===== src/design/atpg_div.sv =====
// Pipelined restoring divider, one quotient bit per stage, no stall.
// Needs num < den * 2**QUO_W. Uses no package.
module atpg_div #(
   parameter int NUM_W = 19,
   parameter int DEN_W = 13,
   parameter int QUO_W = 13
) (
   input  logic             clock,
   input  logic [NUM_W-1:0] num,
   input  logic [DEN_W-1:0] den,
   output logic [QUO_W-1:0] quo
);

   logic [DEN_W-1:0] rem_ff  [QUO_W];
   logic [QUO_W-1:0] low_ff  [QUO_W];
   logic [QUO_W-1:0] quo_ff  [QUO_W];
   logic [DEN_W-1:0] rem_in  [QUO_W];
   logic [QUO_W-1:0] low_in  [QUO_W];
   logic [QUO_W-1:0] quo_in  [QUO_W];
   logic [DEN_W-1:0] rem_src [QUO_W];
   logic [QUO_W-1:0] low_src [QUO_W];
   logic [QUO_W-1:0] quo_src [QUO_W];

   always_comb begin
      logic [DEN_W:0] trial;
      rem_src[0] = DEN_W'(num >> QUO_W);
      low_src[0] = num[QUO_W-1:0];
      quo_src[0] = '0;
      for (int k = 1; k < QUO_W; k++) begin
         rem_src[k] = rem_ff[k-1];
         low_src[k] = low_ff[k-1];
         quo_src[k] = quo_ff[k-1];
      end
      for (int k = 0; k < QUO_W; k++) begin
         trial = {rem_src[k], low_src[k][QUO_W-1]};
         if (trial >= {1'b0, den}) begin
            rem_in[k] = DEN_W'(trial - {1'b0, den});
            quo_in[k] = {quo_src[k][QUO_W-2:0], 1'b1};
         end else begin
            rem_in[k] = trial[DEN_W-1:0];
            quo_in[k] = {quo_src[k][QUO_W-2:0], 1'b0};
         end
         low_in[k] = {low_src[k][QUO_W-2:0], 1'b0};
      end
   end

   always_ff @(posedge clock) begin
      for (int k = 0; k < QUO_W; k++) begin
         rem_ff[k] <= rem_in[k];
         low_ff[k] <= low_in[k];
         quo_ff[k] <= quo_in[k];
      end
   end

   assign quo = quo_ff[QUO_W-1];

endmodule


===== config.mk =====
export PLATFORM = sky130hd
export DESIGN_NAME = atpg_div
export DESIGN_NICKNAME = d
export VERILOG_FILES = /design/src/design/atpg_div.sv
export SDC_FILE = /design/constraint.sdc
export NUM_CORES = 1
export LEC_CHECK = 0
export ABC_AREA = 1
export BUFFER_PORTS_ARGS = -buffer_cell sky130_fd_sc_hd__buf_2
export CORE_MARGIN = 2
export CORE_UTILIZATION = 60
export DETAILED_ROUTE_END_ITERATION = 8
export GPL_ROUTABILITY_DRIVEN = 0
export PLACE_DENSITY = 0.82
export SLEW_MARGIN = 20
export SYNTH_ARGS = -nofsm -noshare
export SYNTH_HDL_FRONTEND = slang
export SYNTH_SLANG_ARGS = --single-unit

===== constraint.sdc =====
create_clock -name clock -period 3.7 [get_ports clock]
set_input_delay 0.37 -clock clock [delete_from_list [all_inputs] [get_ports clock]]
set_output_delay 0.37 -clock clock [all_outputs]
set_load 0.1 [all_outputs]

* Word level (Yosys, flattened, before mapping)
Memory sizes are Yosys's and may differ from the RTL's.
Cells that the tools add are included.
** Storage, ports and cells
- Register bits after elaboration :: 0
- RAM bits :: 494
- Input port bits :: 33
- Word-level logic and storage cells :: 55
- Memories :: 3
** Operators by class
- Add/sub/neg operators :: 13
- Order comparisons :: 13
- Muxes and demuxes :: 26
** Memory list
- quo_ff :: depth 13, width 13, read ports 13, clocked after Yosys merged registers in 0, wr ports 13, RTL line 16 : logic [QUO_W-1:0] quo_ff [QUO_W];
- rem_ff :: depth 13, width 13, read ports 12, clocked after Yosys merged registers in 0, wr ports 13, RTL line 14 : logic [DEN_W-1:0] rem_ff [QUO_W];
- low_ff :: depth 13, width 12, read ports 12, clocked after Yosys merged registers in 0, wr ports 13, RTL line 15 : logic [QUO_W-1:0] low_ff [QUO_W];
** Operator list (count)
- $mux 13 :: 13
- $ge 14x13->1 :: 12
- $sub 13x13->13 :: 12
- $ge 7x13->1 :: 1
- $mux 1 :: 13
- $sub 7x13->13 :: 1

* Longest topological paths before layout
An unclocked memory read counts as a cell.
- Depth after elaboration :: 3
- Mapped depth :: 12
- Gate-level depth less buffers :: 12

* Worst setup path before layout
Ideal clock, no wire load.
- Path kind :: input-to-reg
- Start :: input port den[8]
- End :: memory rem_ff[11][7] (netlist: rem_ff[2][46])
- Library setup time :: 0.113 ns
- Arrival time :: 1.874 ns
- Data required time :: 3.587 ns
- Slack :: 1.712 ns
- Stages on the path :: 11
- Buffers on the path :: 1
- Cell sequence :: inv_1 -> ha_1 -> nand2_1 -> inv_1 -> nand2_1 -> nand2_1 -> a21oi_4 -> nand3_2 -> buf_6 -> nand2_1 -> o21ai_2
** RTL lines
- start: declaration :: RTL line 10 : input logic [DEN_W-1:0] den,
- end: declaration :: RTL line 14

==> out/results.txt <==
The via count of the first global-routing pass was 16,600. The buffer type at the clock tree root was sky130_fd_sc_hd__clkbuf_16. The worst path needs 2.50 ns of the cycle, external delays included. For this run, asynchronously set or reset flops after synthesis account for 0%.

For the sequential fraction of the synthesis area, the log shows 33.3%. The worst path meets setup with 1.20 ns of slack. Global routing used 28.1% of the available tracks. The register bit count reported by yosys works out to 325. The tools report the via count of the routed design as 17,200. The width of the chip was 184 microns; the routed wirelength normalized by instance count was 14.6 microns. The placement row count is 66.

Startpoint class of the critical path: an input port. The post-synthesis average cell area is 7.21 sq um. Total of buffers placed on input and output ports: 45.

The region available for standard cell placement spans 0.0323 sq mm. Along the worst path, the maximum fanout reaches 20. Clock tree synthesis found a total of 325 sinks. The number of warnings issued by yosys came out at 0.

The flow ran to the end, and the final reports show no timing, DRC or antenna violations. The die covers 0.0340 sq mm. TritonCTS built the clock tree.

The post-route fraction of the period consumed by the critical path was 67.5%; the data arrival time of the critical path was 2.91 ns. 46 I/O pins were placed. In the routed layout, each cell is associated on average with a via count of 5.30.

The die is 184 microns tall. Ranked by total cell area, the synthesized netlist is headed by sky130_fd_sc_hd__dfxtp_1 33%, sky130_fd_sc_hd__nand2_1 17%, sky130_fd_sc_hd__ha_1 10%. Counting instances, the worst hold path has a depth of 3.

Ratio of cells with drive above 1 in the final layout: 13.4%. Most frequently used flop master after synthesis: sky130_fd_sc_hd__dfxtp_1. Dividing total power by cell area gives a power density of 825 mW/mm^2. Headroom to the max-slew limit came out at 53.1%. After legalization and detailed placement, the total HPWL measured 36.2 mm. Entering global routing, the biggest net connects 22 pins. Timing would allow up to 0.401 GHz.

For the worst setup path, the data required time is 4.11 ns. The worst-margin pin slew came out at 0.704 ns. After synthesis, the most frequently instantiated cells are 879 x sky130_fd_sc_hd__nand2_1, 512 x sky130_fd_sc_hd__inv_1, 325 x sky130_fd_sc_hd__dfxtp_1, 163 x sky130_fd_sc_hd__ha_1, 129 x sky130_fd_sc_hd__nand3_1.

The final layout contains 2,982 nets. For the remaining global-route overflow, the log shows 0. The run gives 0 as the number of diodes added for antenna fixing.

Measured in cells, the most critical reg-to-reg path has a length of 9. For the number of antenna violations at the first check in global routing, the log shows 0. The first detailed-routing pass ran for 6 iterations. The biggest area contributor in the post-synthesis netlist is sky130_fd_sc_hd__dfxtp_1. In this run, synthesis inferred 0 flip-flops with an integrated enable. Setup repair after global routing left no endpoint under its margin.

The initial utilization of the core area, before any placement, comes to 60.4%. The total nets after synthesis is 2,913, and the post-cts repair resize count is 0. After synthesis the cells add up to 0.0195 sq mm.

The number of design-rule violations left by the first detailed-router iteration is 1,404. The cell leakage power is 11.8 nW, and the first-pass GRT wire length is 76.9 mm. In the synthesized netlist, the number of instances is 2,705. After detailed routing, the total wire length is 47.3 mm. With fillers left out, the area of the finished cells amounts to 0.0214 sq mm. STA classifies the critical path endpoint as a register.

For this run, design rule violations remaining after detail routing come to 0. The worst-skew pair later-pin latency was 0.52 ns. Most numerous cell in the Yosys netlist: sky130_fd_sc_hd__nand2_1. The completed layout was analyzed and its total power is 17.7 mW.

The worst hold path belongs to the class input port to register. The worst hold margin is 0.148 ns, and the CTS buffer count is 36. Setup violations remaining at the end of the flow were counted as 0.

The number of filler cells placed in the layout is 2,706, and the maximum vdd ir drop is 0.000455 V. The area added between synthesis and finish is 9.82%. The run gives 0 as the max-slew violation count. Setup total negative slack on the finished layout was measured at 0 ns. The placed standard-cell area came out at 0.0200 sq mm. The logs give 0.0175 ns for the maximum clock skew at final layout and 0 for the count of maximum capacitance violations. The longest clock path from root to sink contains 3 buffers.

Before CTS, the worst setup slack after placement is 0.756 ns. The total count of hold-check failures in the final report came out at 0. For the antenna violation net count after detailed routing, the log shows 0. In this run, distinct cell masters in the synthesized netlist total 37. The top cell type by area accounts for 33.3% of the synthesized area. The critical path is of the input port to register type. After clock tree synthesis, the clock-pin slew on the worst setup and hold paths is 0.06 ns. The H-tree was split into 2 levels.
==> placed cells by master, fill, tap and decap left out, drive strengths merged <==
| master | netlist | final |
|---|---|---|
| dlygate4sd3 | 0 | 12 |
| nor3 | 5 | 5 |
| bufinv | 0 | 6 |
| nor4 | 2 | 2 |
| o21ai | 81 | 81 |
| o21bai | 1 | 1 |
| clkbuf | 0 | 43 |
| nand3b | 1 | 1 |
| fa | 12 | 12 |
| dfxtp | 325 | 325 |
| nand2 | 934 | 934 |
| clkinv | 0 | 9 |
| nor2 | 139 | 139 |
| xnor2 | 13 | 13 |
| and2 | 2 | 2 |
| o211ai | 1 | 1 |
| buf | 44 | 63 |
| nand4 | 132 | 132 |
| xor2 | 59 | 59 |
| a21oi | 61 | 61 |
| inv | 527 | 528 |
| clkinvlp | 0 | 5 |
| ha | 163 | 163 |
| nand3 | 203 | 203 |
==> kinds of logic (layout without fill, tap and decap cells) <==
kind of cell	Yosys count	count (layout)	share of synthesized area, %
simple gates	1418	1418	34.3
buf+inv	571	666	12.3
flops	325	325	33.3
fa+ha+maj	175	175	11.7
compound gates	144	144	5.18
xor+xnor	72	72	3.23
==> per-layer routing <==
layer / wire length [microns] / vias to the layer above / global-route usage [%]
met3: 3760 / 163 / 4.92
li1: - / 8575 / -
met1: 19400 / 7770 / 34.2
met4: 2270 / 0 / 13.5
met5: 0 / - / 0
met2: 21900 / 659 / 48.3
==> final cells by class <==
| cell class | instances | area [sq um] | share of cell area (%) |
|---|---|---|---|
| multi-input combinational | 1809 | 10600 | 49.5 |
| clock buffer | 43 | 978 | 4.57 |
| clock inverter | 21 | 283 | 1.32 |
| tap | 442 | 553 | 2.58 |
| inverter | 527 | 1980 | 9.23 |
| timing repair buffer | 75 | 518 | 2.42 |
| sequential | 325 | 6510 | 30.4 |
==> worst max-delay path, cell delays in order <==
cell,delay [ns]
sky130_fd_sc_hd__buf_2,0.13
sky130_fd_sc_hd__inv_1,0.46
sky130_fd_sc_hd__buf_4,0.26
sky130_fd_sc_hd__ha_1,0.29
sky130_fd_sc_hd__nand2_1,0.11
sky130_fd_sc_hd__inv_1,0.06
sky130_fd_sc_hd__nand2_1,0.07
sky130_fd_sc_hd__nand2_1,0.10
sky130_fd_sc_hd__a21oi_4,0.26
sky130_fd_sc_hd__nand3_2,0.49
sky130_fd_sc_hd__nand2_1,0.25
sky130_fd_sc_hd__nand2_1,0.07
==> final timing paths <==
check	from	to	slack [ns]
worst max-delay path	den[8]	rem_ff[0][34]	1.20
worst min-delay path	num[17]	rem_ff[0][5]	0.15
worst max register to register	rem_ff[2][2]	rem_ff[2][18]	1.46
worst min register to register	low_ff[0][27]	low_ff[0][40]	0.32
==> repair_timing <==
| action | in CTS | in global routing |
|---|---|---|
| hold buffers | 12 | 0 |
| setup buffers | 0 | 0 |
| hold endpoints to repair | 12 | 0 |
==> state kept, by name, summed over array words and instances, names as in the netlist <==
| register | count |
|---|---|
| rem_ff | 156 |
| quo_ff | 91 |
| low_ff | 78 |
==> stage by stage <==
step | util (%) | cells
floorplan | - | 2705
global placement | 62.1 | 3166
detailed placement | 62.1 | 3166
CTS | 66.4 | 3242
global route | 66.4 | 3242
finish | 66.4 | 3242
==> power by group <==
| part | switching [mW] | internal, mW |
|---|---|---|
| clock network | 1.44 | 2.32 |
| registers | 0.596 | 4.56 |
| logic | 5.78 | 2.98 |
| total | 7.82 | 9.86 |
(Power assumes the default switching activity.)
